--- src/sv/u8san_pkg.sv ---
// Shared types, constants and byte classification for the UTF-8 sanitiser.
// Used by every module of the block; depends on nothing.
package u8san_pkg;

    localparam logic [7:0] UNDERSCORE = 8'h5F;
    localparam int MAX_RES = 4;
    localparam int QDEPTH = 4;
    localparam int QAW = $clog2(QDEPTH);

    typedef logic [7:0] t_byte;

    typedef struct packed {
        t_byte [MAX_RES-1:0] bytes;
        logic [MAX_RES-1:0]  repl;
        logic [2:0]          count;
    } t_job;

    typedef struct packed {
        logic       ok;
        logic [1:0] extra;
    } t_lead;

    function automatic t_lead classify(input t_byte b);
        t_lead l;
        l = '0;
        priority if ((b & 8'h80) == 8'h00) begin
            l.ok = 1'b1;
            l.extra = 2'd0;
        end else if ((b & 8'hE0) == 8'hC0) begin
            l.ok = 1'b1;
            l.extra = 2'd1;
        end else if ((b & 8'hF0) == 8'hE0) begin
            l.ok = 1'b1;
            l.extra = 2'd2;
        end else if ((b & 8'hF8) == 8'hF0) begin
            l.ok = 1'b1;
            l.extra = 2'd3;
        end else begin
            l.ok = 1'b0;
            l.extra = 2'd0;
        end
        return l;
    endfunction

    function automatic logic is_cont(input t_byte b);
        return (b & 8'hC0) == 8'h80;
    endfunction

endpackage

--- src/sv/u8san_in_if.sv ---
// Input channel of the UTF-8 sanitiser: valid/ready handshake with one raw byte per beat.
// Depends on nothing.
interface u8san_in_if;
    logic       valid;
    logic       ready;
    logic [7:0] in_byte;
    logic       end_of_string;

    modport source (output valid, output in_byte, output end_of_string, input ready);
    modport sink (input valid, input in_byte, input end_of_string, output ready);
endinterface

--- src/sv/u8san_out_if.sv ---
// Output channel of the UTF-8 sanitiser: valid/ready handshake with one result byte per beat.
// Depends on nothing.
interface u8san_out_if;
    logic       valid;
    logic       ready;
    logic [7:0] out_byte;
    logic       was_replaced;
    logic       run_end;

    modport source (output valid, output out_byte, output was_replaced, output run_end,
                    input ready);
    modport sink (input valid, input out_byte, input was_replaced, input run_end,
                  output ready);
endinterface

--- src/sv/u8san_front.sv ---
// Front end: accepts input beats, tracks the pending sequence and builds one job of
// up to four result bytes per beat. Depends on u8san_pkg and u8san_in_if.
module u8san_front (
    input  logic              i_clk,
    input  logic              i_rst_n,
    u8san_in_if.sink          i_in,
    input  logic              i_full,
    output logic              o_push,
    output u8san_pkg::t_job   o_job
);

    logic [1:0]       r_cnt;
    logic [1:0]       n_cnt;
    logic [1:0]       r_exp;
    logic [1:0]       n_exp;
    u8san_pkg::t_byte r_pb [3];
    logic             pb_we;
    logic [1:0]       pb_idx;
    logic             acc;
    logic             cont;
    logic             complete;
    u8san_pkg::t_lead lead;
    u8san_pkg::t_byte b;
    logic             eos;

    assign i_in.ready = !i_full;
    assign acc = i_in.valid && !i_full;
    assign b = i_in.in_byte;
    assign eos = i_in.end_of_string;
    assign lead = u8san_pkg::classify(b);
    assign cont = u8san_pkg::is_cont(b);
    assign complete = (r_cnt >= r_exp);

    always_comb begin
        o_job.bytes = {u8san_pkg::MAX_RES{u8san_pkg::UNDERSCORE}};
        o_job.repl = '1;
        o_job.count = 3'd0;
        n_cnt = r_cnt;
        n_exp = r_exp;
        pb_we = 1'b0;
        pb_idx = r_cnt;
        priority if (r_cnt != 2'd0 && cont && complete) begin
            for (int i = 0; i < 3; i++) begin
                if (2'(i) < r_cnt) begin
                    o_job.bytes[i] = r_pb[i];
                    o_job.repl[i] = 1'b0;
                end
            end
            o_job.bytes[r_cnt] = b;
            o_job.repl[r_cnt] = 1'b0;
            o_job.count = {1'b0, r_cnt} + 3'd1;
            n_cnt = 2'd0;
            n_exp = 2'd0;
        end else if (r_cnt != 2'd0 && cont) begin
            pb_we = 1'b1;
            if (eos) begin
                o_job.count = {1'b0, r_cnt} + 3'd1;
                n_cnt = 2'd0;
                n_exp = 2'd0;
            end else begin
                n_cnt = r_cnt + 2'd1;
            end
        end else begin
            if (lead.ok && lead.extra != 2'd0) begin
                pb_we = 1'b1;
                pb_idx = 2'd0;
                o_job.count = {1'b0, r_cnt} + {2'b00, eos};
                n_cnt = eos ? 2'd0 : 2'd1;
                n_exp = eos ? 2'd0 : lead.extra;
            end else begin
                if (lead.ok) begin
                    o_job.bytes[r_cnt] = b;
                    o_job.repl[r_cnt] = 1'b0;
                end
                o_job.count = {1'b0, r_cnt} + 3'd1;
                n_cnt = 2'd0;
                n_exp = 2'd0;
            end
        end
    end

    assign o_push = acc && (o_job.count != 3'd0);

    always_ff @(posedge i_clk) begin
        if (!i_rst_n) begin
            r_cnt <= 2'd0;
            r_exp <= 2'd0;
        end else if (acc) begin
            r_cnt <= n_cnt;
            r_exp <= n_exp;
        end
    end

    always_ff @(posedge i_clk) begin
        if (acc && pb_we) begin
            r_pb[pb_idx] <= b;
        end
    end

endmodule

--- src/sv/u8san_queue.sv ---
// Short job queue that decouples the front end from the output stage.
// Depends on u8san_pkg.
module u8san_queue (
    input  logic            i_clk,
    input  logic            i_rst_n,
    input  logic            i_push,
    input  u8san_pkg::t_job i_job,
    input  logic            i_pop,
    output logic            o_full,
    output logic            o_empty,
    output u8san_pkg::t_job o_head
);

    u8san_pkg::t_job             r_mem [u8san_pkg::QDEPTH];
    logic [u8san_pkg::QAW-1:0]   r_wp;
    logic [u8san_pkg::QAW-1:0]   r_rp;
    logic [u8san_pkg::QAW:0]     r_fill;

    assign o_full = (r_fill == (u8san_pkg::QAW+1)'(u8san_pkg::QDEPTH));
    assign o_empty = (r_fill == '0);
    assign o_head = r_mem[r_rp];

    always_ff @(posedge i_clk) begin
        if (!i_rst_n) begin
            r_wp <= '0;
            r_rp <= '0;
            r_fill <= '0;
        end else begin
            if (i_push) begin
                r_wp <= r_wp + (u8san_pkg::QAW)'(1);
            end
            if (i_pop) begin
                r_rp <= r_rp + (u8san_pkg::QAW)'(1);
            end
            unique case ({i_push, i_pop})
                2'b10:   r_fill <= r_fill + (u8san_pkg::QAW+1)'(1);
                2'b01:   r_fill <= r_fill - (u8san_pkg::QAW+1)'(1);
                default: r_fill <= r_fill;
            endcase
        end
    end

    always_ff @(posedge i_clk) begin
        if (i_push) begin
            r_mem[r_wp] <= i_job;
        end
    end

endmodule

--- src/sv/u8san_back.sv ---
// Output stage: unpacks the head job of the queue into one result beat per cycle
// unless stalled, via an output register. Depends on u8san_pkg and u8san_out_if.
module u8san_back (
    input  logic            i_clk,
    input  logic            i_rst_n,
    input  logic            i_empty,
    input  u8san_pkg::t_job i_head,
    output logic            o_pop,
    u8san_out_if.source     o_out
);

    logic             r_valid;
    u8san_pkg::t_byte r_byte;
    logic             r_repl;
    logic             r_end;
    logic [1:0]       r_idx;
    logic             load;
    logic             last;

    assign load = !i_empty && (!r_valid || o_out.ready);
    assign last = ({1'b0, r_idx} == (i_head.count - 3'd1));
    assign o_pop = load && last;

    assign o_out.valid = r_valid;
    assign o_out.out_byte = r_byte;
    assign o_out.was_replaced = r_repl;
    assign o_out.run_end = r_end;

    always_ff @(posedge i_clk) begin
        if (!i_rst_n) begin
            r_valid <= 1'b0;
            r_idx <= 2'd0;
        end else begin
            if (load) begin
                r_valid <= 1'b1;
                r_idx <= last ? 2'd0 : r_idx + 2'd1;
            end else if (o_out.ready) begin
                r_valid <= 1'b0;
            end
        end
    end

    always_ff @(posedge i_clk) begin
        if (load) begin
            r_byte <= i_head.bytes[r_idx];
            r_repl <= i_head.repl[r_idx];
            r_end <= last;
        end
    end

endmodule

--- src/sv/utf8_sanitizer_top.sv ---
// UTF-8 sanitiser top level: takes one byte per beat and returns the cleaned byte
// stream. Well-formed sequences of one to four bytes are passed on unchanged once
// complete; a broken sequence or an invalid lead byte comes out as underscores with
// was_replaced set, and end_of_string flushes any held bytes in the same way. Each
// input beat yields zero to four result beats, the last one marked by run_end. The
// front end accepts a byte every cycle while its four-entry job queue has room; the
// output register delivers one result per cycle, so a stream sustains one byte per
// cycle, and only a receiver that holds off or a run of beats that each release
// several results stalls the input once the queue fills. A beat's job is written
// into the queue, and its results then leave through the output register. Depends
// on u8san_pkg, u8san_in_if, u8san_out_if and the three submodules.
module utf8_sanitizer_top (
    input  logic         i_clk,
    input  logic         i_rst_n,
    u8san_in_if.sink     i_in,
    u8san_out_if.source  o_out
);

    logic            push;
    logic            pop;
    logic            full;
    logic            empty;
    u8san_pkg::t_job job;
    u8san_pkg::t_job head;

    u8san_front u_front (
        .i_clk   (i_clk),
        .i_rst_n (i_rst_n),
        .i_in    (i_in),
        .i_full  (full),
        .o_push  (push),
        .o_job   (job)
    );

    u8san_queue u_queue (
        .i_clk   (i_clk),
        .i_rst_n (i_rst_n),
        .i_push  (push),
        .i_job   (job),
        .i_pop   (pop),
        .o_full  (full),
        .o_empty (empty),
        .o_head  (head)
    );

    u8san_back u_back (
        .i_clk   (i_clk),
        .i_rst_n (i_rst_n),
        .i_empty (empty),
        .i_head  (head),
        .o_pop   (pop),
        .o_out   (o_out)
    );

endmodule

--- src/flat_wrapper.sv ---
// flat-port wrapper written by rule: the top's interface ports become plain ports
module utf8_sanitizer_top_flat 
  (i_clk, i_rst_n, i_in_valid, i_in_in_byte, i_in_end_of_string, i_in_ready, o_out_valid, o_out_out_byte, o_out_was_replaced, o_out_run_end, o_out_ready);
  u8san_in_if i_in_i ();
  u8san_out_if o_out_i ();
  input  logic i_clk;
  input  logic i_rst_n;
  input wire logic [$bits(i_in_i.valid)-1:0] i_in_valid;
  input wire logic [$bits(i_in_i.in_byte)-1:0] i_in_in_byte;
  input wire logic [$bits(i_in_i.end_of_string)-1:0] i_in_end_of_string;
  output wire logic [$bits(i_in_i.ready)-1:0] i_in_ready;
  output wire logic [$bits(o_out_i.valid)-1:0] o_out_valid;
  output wire logic [$bits(o_out_i.out_byte)-1:0] o_out_out_byte;
  output wire logic [$bits(o_out_i.was_replaced)-1:0] o_out_was_replaced;
  output wire logic [$bits(o_out_i.run_end)-1:0] o_out_run_end;
  input wire logic [$bits(o_out_i.ready)-1:0] o_out_ready;
  assign i_in_i.valid = i_in_valid;
  assign i_in_i.in_byte = i_in_in_byte;
  assign i_in_i.end_of_string = i_in_end_of_string;
  assign i_in_ready = i_in_i.ready;
  assign o_out_valid = o_out_i.valid;
  assign o_out_out_byte = o_out_i.out_byte;
  assign o_out_was_replaced = o_out_i.was_replaced;
  assign o_out_run_end = o_out_i.run_end;
  assign o_out_i.ready = o_out_ready;
  utf8_sanitizer_top u_core (.i_clk(i_clk), .i_rst_n(i_rst_n), .i_in(i_in_i), .o_out(o_out_i));
endmodule
--- config.mk ---
export PLATFORM = sky130hd
export DESIGN_NAME = utf8_sanitizer_top_flat
export DESIGN_NICKNAME = d
export VERILOG_FILES = /design/src/sv/u8san_pkg.sv /design/src/sv/u8san_in_if.sv /design/src/sv/u8san_out_if.sv /design/src/sv/u8san_front.sv /design/src/sv/u8san_queue.sv /design/src/sv/u8san_back.sv /design/src/sv/utf8_sanitizer_top.sv /design/src/flat_wrapper.sv
export SDC_FILE = /design/constraint.sdc
export NUM_CORES = 1
export LEC_CHECK = 0
export ABC_AREA = 1
export BUFFER_PORTS_ARGS = -buffer_cell sky130_fd_sc_hd__clkbuf_2
export CELL_PAD_IN_SITES_DETAIL_PLACEMENT = 1
export CELL_PAD_IN_SITES_GLOBAL_PLACEMENT = 1
export CORE_ASPECT_RATIO = 1.1
export CORE_UTILIZATION = 32
export DETAILED_ROUTE_END_ITERATION = 16
export MAX_ROUTING_LAYER = met4
export PLACE_DENSITY_LB_ADDON = 0.1
export SLEW_MARGIN = 20
export SYNTH_ARGS = -nofsm -noshare
export SYNTH_HDL_FRONTEND = slang
export SYNTH_HIERARCHICAL = 1
export SYNTH_SLANG_ARGS = --single-unit
--- constraint.sdc ---
create_clock -name i_clk -period 4.6 [get_ports i_clk]
set_clock_uncertainty 0.05 [all_clocks]
set_input_delay 0.46 -clock i_clk [delete_from_list [all_inputs] [get_ports i_clk]]
set_output_delay 0.46 -clock i_clk [all_outputs]
set_load 0.01 [all_outputs]
==> qor.csv, run 1 <==
stage,metric,value,unit
worst_setup_path,setup.worst_path.start_class,flip-flop,
cts,clk_root_buffer_cell,clkbuf_16,
yosys,yosysWarnings,6,
pwr,power_frac_seq,45.0,%
die,die-area,0.0281,mm2
final_layout,num-fill-cells,2893,
cts,clock_sinks,206,
grt,grt_max_degree,41,
worst_setup_path,endpoint_kind,flip-flop,
grt,antenna_found_initial,0,
yosys,synth-edff-count,190,
yosys,synth_area_per_cell,11.9,um2
sta,slew_headroom,35.9,%
pwr,p_comb_share,19.1,%
cts,cts_resized,0,
worst_hold_path,hp-class,in -> reg,
route,drtAntennaViolNets,0,
grt,grt_pass1_vias,6065,
cts,cts_tree,done,
yosys,synthesis.area,0.00877,mm2
final_layout,stdcell_count,1139,
die,die_y,176,um
die,coreArea,0.0270,mm2
yosys,seq_area_frac_synth,68.7,%
pwr,power.net_switching,1.54,mW
run_status,status,finished clean,
sta,period_share,72.8,%
route,drcViolationCount,0,
grt,grt_pass1_wl,36200,um
worst_setup_path,crit_top_cell,inv_1,
sta,rsz0062_at_grt,no,
worst_setup_path,r2r-start,u_core/u_front/r_cnt[0]$_SDFFE_PN0P_,
cts,clk_pin_slew,60,ps
die,initial_utilization,32.5,%
grt,grt_usage,17.4,%
sta,finalCriticalPeriod,3350,ps
worst_hold_path,hp-start,i_in_in_byte[5],
yosys,ys_ff_latch,206,
sta,fmax,0.299,GHz
route,viasPerCell,5.03,
placement,dp.cells,1094,
worst_setup_path,crit_fanout,9,
final_layout,final_nets,794,
yosys,dominantRegCellSynth,edfxtp_1,
pwr,power_density,517,mW/mm2
worst_setup_path,critPathSlowestCell,dfxtp_1,
worst_setup_path,cp.arrival,3710,ps
cts,clkLatencyLatePin,520,ps
pwr,p_total,5.14,mW
pwr,ir_drop,0.258,mV
route,via_count,5729,
placement,portBuffers,24,
yosys,syn_nets,765,
sta,fin_setup_tns,0,ps
sta,hold_violations,0,
worst_setup_path,path_cells,inv_1 > ha_1 > nand2_1 > nand3_1 > o21ai_0 > nor2_1 > nor2_1 > a21oi_1 > inv_1 > ha_1 > inv_1 > fa_1 > inv_1 > nand2_1 > nand3_1 > nand2_1 > inv_1 > nor2_1,
cts,numCtsBuffers,24,
final_layout,fin_util,36.9,%
worst_setup_path,worstSetupPathType,reg -> reg,
job,drv_cap,0,
final_layout,drive_gt1_share,11.3,%
die,io_pins,25,
worst_setup_path,worstPathRequired,4970,ps
cts,cts_setup_buffers,0,
grt,grt-ovfl-total,0,
final_layout,area_growth,13.6,%
placement,dpl.hpwl,15400,um
die,rows,63,
worst_setup_path,critPathLaunch,u_core/u_front/r_cnt[0]$_SDFFE_PN0P_,
cts,htree_levels,1,
placement,dp_slack,1230,ps
cts,max-clock-path-buffers,3,
route,wl_per_cell,20.6,um
cts,ctsHoldBuffers,0,
yosys,postSynth.asyncResetShare,0,%
route,drt_iter0_drc,297,
sta,slew_viol_final,0,
pwr,p_int,3.60,mW
pwr,leakagePower,3.37,nW
route,wl,23500,um
worst_setup_path,slowest_delay,520,ps
sta,worstMarginPinSlew,952,ps
yosys,ys_types,40,
pwr,pwr-share-clk,36.0,%
sta,setup-violations-final,0,
sta,fin_ws,1250,ps
placement,routabilityCongestion,0.834,
route,dr.pass1.iters,4,
die,die_width,160,um
yosys,syn-instance-count,734,
pwr,switching_share,30.0,%
-- sequential cells by signal, summed over array words and instances (netlist names), named ones only --
register / flops
u_core/u_back/o_out.valid: 1
u_core/u_front/r_cnt: 2
u_core/u_queue/r_mem: 156
u_core/u_queue/r_fill: 3
u_core/u_queue/r_wp: 2
u_core/u_queue/r_rp: 2
u_core/u_front/r_pb: 24
u_core/u_back/o_out.out_byte: 8
u_core/u_back/r_idx: 2
u_core/u_back/o_out.run_end: 1
u_core/u_front/r_exp: 2
u_core/u_back/o_out.was_replaced: 1
-- synthesized netlist by cell type (5+ instances only) --
master	instances	share of area [%]
buf_2	11	0.63
ha_1	17	2.4
edfxtp_1	190	65
o221ai_1	10	1.0
nor2_1	129	5.5
inv_1	50	2.1
nand2_1	53	2.3
nand3_1	26	1.5
o21ai_0	108	6.2
a21oi_1	15	0.86
o22ai_1	48	3.4
dfxtp_1	16	3.7
o21ai_1	5	0.29
buf_6	9	1.2
-- cell usage in the layout, fill, tap and decap left out, types with 15 or more instances in the layout --
master     count
clkbuf_2      24
clkbuf_16     25
edfxtp_1     190
inv_1         50
ha_1          17
dfxtp_1       15
nand2_1       53
nand3_1       26
o22ai_1       48
o21ai_0      108
a21oi_1       15
nor2_1       129
-- through the flow --
stage | hold WS [ps] | area [um2]
2_1_floorplan | 362 | 8770
3_3_place_gp | 373 | 9190
3_5_place_dp | 392 | 9190
4_1_cts | 155 | 9960
5_1_grt | 164 | 9960
6_report | 180 | 9960
-- power by group through the flow --
stage | Combinational (mW) | Sequential [mW] | Clock [mW]
2_1_floorplan | 0.661 | 2.35 | 0
3_3_place_gp | 0.983 | 2.35 | 0
3_5_place_dp | 1.01 | 2.36 | 0
4_1_cts | 1.01 | 2.32 | 1.90
5_1_grt | 1.11 | 2.33 | 1.97
6_report | 0.980 | 2.31 | 1.85
-- final cells by class --
type | count | area (um2) | share of cell area (%)
Inverter | 57 | 221 | 2.22
Timing Repair Buffer | 37 | 218 | 2.19
Multi-Input combinational cell | 437 | 2270 | 22.8
Sequential cell | 206 | 6030 | 60.5
Antenna cell | 1 | 2.50 | 0.0251
Clock buffer | 27 | 633 | 6.36
Clock inverter | 17 | 136 | 1.37
Tap cell | 357 | 447 | 4.49
-- final timing paths --
path / endpoint / depth (start not counted) / slack (ps)
hold / removal: u_core/u_front/r_pb[0][5]$_DFFE_PP_ / 1 / 180
setup / recovery: u_core/u_queue/r_fill[2]$_SDFFE_PN0P_ / 18 / 1250
hold reg to reg: u_core/u_queue/r_rp[1]$_SDFFE_PN0P_ / 1 / 400
setup reg to reg: u_core/u_queue/r_fill[2]$_SDFFE_PN0P_ / 18 / 1250
-- critical path: cells and delay by family, from the launching register on --
| family | cells | cell delay [ps] |
|---|---|---|
| fa+ha+maj | 3 | 910 |
| simple gates | 8 | 750 |
| buf+inv | 5 | 560 |
| flops | 1 | 520 |
| compound gates | 2 | 460 |
-- layer usage --
| layer | track usage, % | vias to the layer above | routed length [um] |
|---|---|---|---|
| li1 | - | 2710 | - |
| met1 | 22.5 | 2881 | 10800 |
| met2 | 28.8 | 107 | 11200 |
| met3 | 2.81 | 31 | 953 |
| met4 | 4.21 | 0 | 433 |
| met5 | - | - | 0 |
-- kinds of logic (layout without fill, tap and decap cells) --
logic type,after synthesis,count (layout),synth area share [%]
AOI/OAI and AO/OA,195,195,12.6
xor gates and xnor gates,2,2,0.200
adders and majority gates,18,18,2.65
buffers and inverters,91,138,5.36
DFF,206,206,68.7
other,0,1,0
and+or+nand+nor,222,222,10.4
(Power assumes the default switching activity.)
==> inputs of run 2 (changes only) <==
==> constraint.sdc (replaced) <==
create_clock -name i_clk -period 3.3 [get_ports i_clk]
set_clock_uncertainty 0.05 [all_clocks]
set_input_delay 0.33 -clock i_clk [delete_from_list [all_inputs] [get_ports i_clk]]
set_output_delay 0.33 -clock i_clk [all_outputs]
set_load 0.01 [all_outputs]
==> run 2 against run 1 <==
Against the previous run:
- sequential power grew 39%
- final cell count grew 0.88%
- non-clock buffer count grew 11
- highest routed layer unchanged
- maximum frequency grew 14%
- first-iteration DRC count shrank 8.1%
- setup slack lost 890 ps
- largest power group unchanged
==> qor.csv, run 2 (same netlist as run 1, synthesis figures left out) <==
stage,metric,value,unit,change
cts,clk_pin_slew,60,ps,about the same
sta,period_share,89.0,%,+16 points
final_layout,final_cell_mix,"edfxtp_1, nor2_1, o21ai_0",,
grt,grt_max_degree,40,,-2.4%
final_layout,top_register,u_core/u_queue/r_mem,,
worst_hold_path,whs_endpoint,u_core/u_front/r_pb[1][6]$_DFFE_PP_,,
cts,clkLatencyLatePin,510,ps,about the same
final_layout,final_area,0.0101,mm2,+1.2%
worst_setup_path,slowest_delay,390,ps,-130 ps
sta,rsz0062_at_grt,no,,
sta,worstMarginPinSlew,1020,ps,+64.5 ps
worst_setup_path,setup.worst_path.start_class,flip-flop,,
worst_setup_path,endpoint_kind,flip-flop,,
final_layout,area_growth,15.0,%,
worst_setup_path,worstSetupPathType,reg -> reg,,
cts,max-clock-path-buffers,3,,unchanged
job,drv_cap,0,,unchanged
worst_setup_path,path_cells,inv_1 > ha_1 > nand2_1 > nand3_1 > o21ai_1 > nor2_1 > nor2_1 > a21oi_2 > inv_1 > ha_1 > inv_1 > fa_1 > inv_1 > nand2_1 > nand3_1 > nand2_1 > inv_1 > nor2_1,,
grt,grt-ovfl-total,0,,unchanged
route,via_count,5806,,+1.3%
die,io_pins,25,,unchanged
die,die-area,0.0281,mm2,unchanged
die,initial_utilization,32.5,%,unchanged
placement,dpl.hpwl,15400,um,+0.34%
final_layout,final_nets,805,,+1.4%
grt,grt_pass1_wl,36800,um,+1.8%
sta,slew_viol_final,0,,unchanged
pwr,power_density,711,mW/mm2,+38%
pwr,ir_drop,0.363,mV,+41%
final_layout,diodes,0,,-1
final_layout,largest_reg_flops,156,,unchanged
worst_setup_path,crit_fanout,5,,-4
pwr,leakagePower,3.44,nW,+1.9%
worst_hold_path,hold_depth,1,,unchanged
worst_setup_path,reg2reg_setup_slack,360,ps,-890 ps
sta,setup-violations-final,0,,unchanged
worst_setup_path,critPathSlowestCell,fa_1,,
worst_setup_path,r2r_cells,18,,unchanged
worst_setup_path,worstPathRequired,3660,ps,-1310 ps
route,viasPerCell,5.05,,+0.46%
route,wl_per_cell,20.6,um,about the same
worst_hold_path,hp-class,in -> reg,,
cts,clk_root_buffer_cell,clkbuf_16,,
placement,portBuffers,24,,unchanged
worst_hold_path,hp-start,i_in_in_byte[6],,
worst_setup_path,crit_buf_inv,5,,unchanged
worst_setup_path,worstReg2RegEnd,u_core/u_queue/r_fill[2]$_SDFFE_PN0P_,,
sta,slew_headroom,32.0,%,-3.9 points
cts,cts_tree,done,,
route,drt_iter0_drc,273,,-8.1%
sta,fin_setup_tns,0,ps,unchanged
placement,placed_area,0.00932,mm2,+1.4%
route,drtAntennaViolNets,0,,unchanged
cts,htree_levels,1,,unchanged
placement,dp_slack,287,ps,-944 ps
grt,grt_usage,17.9,%,+0.46 points
grt,grt_pass1_vias,6228,,+2.7%
sta,hold_violations,0,,unchanged
cts,numCtsBuffers,24,,unchanged
route,dr.pass1.iters,4,,unchanged
final_layout,drive_gt1_share,12.5,%,+1.2 points
placement,routabilityCongestion,0.795,,-4.7%
die,die_y,176,um,unchanged
die,rows,63,,unchanged
route,drcViolationCount,0,,unchanged
die,die_width,160,um,unchanged
route,wl,23600,um,+0.78%
grt,antenna_found_initial,3,,+3
cts,clock_sinks,206,,unchanged
worst_setup_path,r2r-start,u_core/u_front/r_cnt[0]$_SDFFE_PN0P_,,
sta,fin_ws,363,ps,-890 ps
cts,cts_setup_buffers,0,,unchanged
worst_setup_path,cp.arrival,3300,ps,-410 ps
sta,finalCriticalPeriod,2940,ps,-410 ps
sta,fmax,0.340,GHz,+14%
run_status,status,finished clean,,
die,coreArea,0.0270,mm2,unchanged
worst_setup_path,crit_family,adder cells,,
worst_setup_path,crit_top_cell,inv_1,,
final_layout,layout_commonest_cell,edfxtp_1,,
[run 2: layer usage]
layer | track usage (%) | vias to the layer above | wire length (um)
met4 | 4.48 | 0 | 429
met3 | 2.41 | 35 | 979
met5 | - | - | 0
met1 | 23.3 | 2947 | 10900
met2 | 29.5 | 90 | 11300
li1 | - | 2734 | -
[run 2: worst max-delay path by stage]
stage / start / to / cells after the start
after CTS: u_core/u_front/r_cnt[0]$_SDFFE_PN0P_ / u_core/u_queue/r_fill[2]$_SDFFE_PN0P_ / 18
after detailed placement: u_core/u_front/r_cnt[0]$_SDFFE_PN0P_ / u_core/u_queue/r_fill[2]$_SDFFE_PN0P_ / 18
after global placement: u_core/u_front/r_cnt[0]$_SDFFE_PN0P_ / u_core/u_queue/r_fill[2]$_SDFFE_PN0P_ / 18
after floorplan: u_core/u_front/r_cnt[0]$_SDFFE_PN0P_ / u_core/u_queue/r_mem[0][0]$_DFFE_PP_ / 11
final: u_core/u_front/r_cnt[0]$_SDFFE_PN0P_ / u_core/u_queue/r_fill[2]$_SDFFE_PN0P_ / 18
after global routing: u_core/u_front/r_cnt[0]$_SDFFE_PN0P_ / u_core/u_queue/r_fill[2]$_SDFFE_PN0P_ / 17
[run 2: area by class of cell]
type / instances / area, um2
timing repair buffer: 48 / 350
tap: 357 / 447
clock inverter: 19 / 154
multi-input combinational: 437 / 2280
sequential: 206 / 6030
inverter: 57 / 221
fill: 2941 / 16900
clock buffer: 25 / 604
[run 2: stage by stage]
| stage | power [mW] | util, % | cells | hold WS (ps) |
|---|---|---|---|---|
| 3_3_place_gp | 4.70 | 34.6 | 1105 | 375 |
| 4_1_cts | 7.29 | 37.4 | 1149 | 13.2 |
| 5_1_grt | 7.56 | 37.4 | 1149 | 16.8 |
| 3_5_place_dp | 4.74 | 34.6 | 1105 | 394 |
| 6_report | 7.16 | 37.4 | 1149 | 36.1 |
| 2_1_floorplan | 4.20 | - | 734 | 362 |
[run 2: worst reg2reg max path: stages (launching register included)]
cell     delay, ps
dfxtp_1        330
inv_1          100
ha_1           310
nand2_1         80
nand3_1        190
o21ai_1        240
nor2_1          70
nor2_1         180
a21oi_2        120
inv_1          130
ha_1           200
inv_1           70
fa_1           390
inv_1           80
nand2_1         80
nand3_1         80
nand2_1         50
inv_1           50
nor2_1          50
[run 2: where the power goes]
group	internal [mW]	switching [mW]	leakage, nW
Sequential	3.13	0.0923	1.73
Clock	1.49	1.03	0.375
Combinational	0.406	1.02	1.33
[run 2: timing repair]
item	4_1_cts	5_1_grt
resized for setup	0	2
hold buffers	0	0
endpoints found under the setup margin	0	1
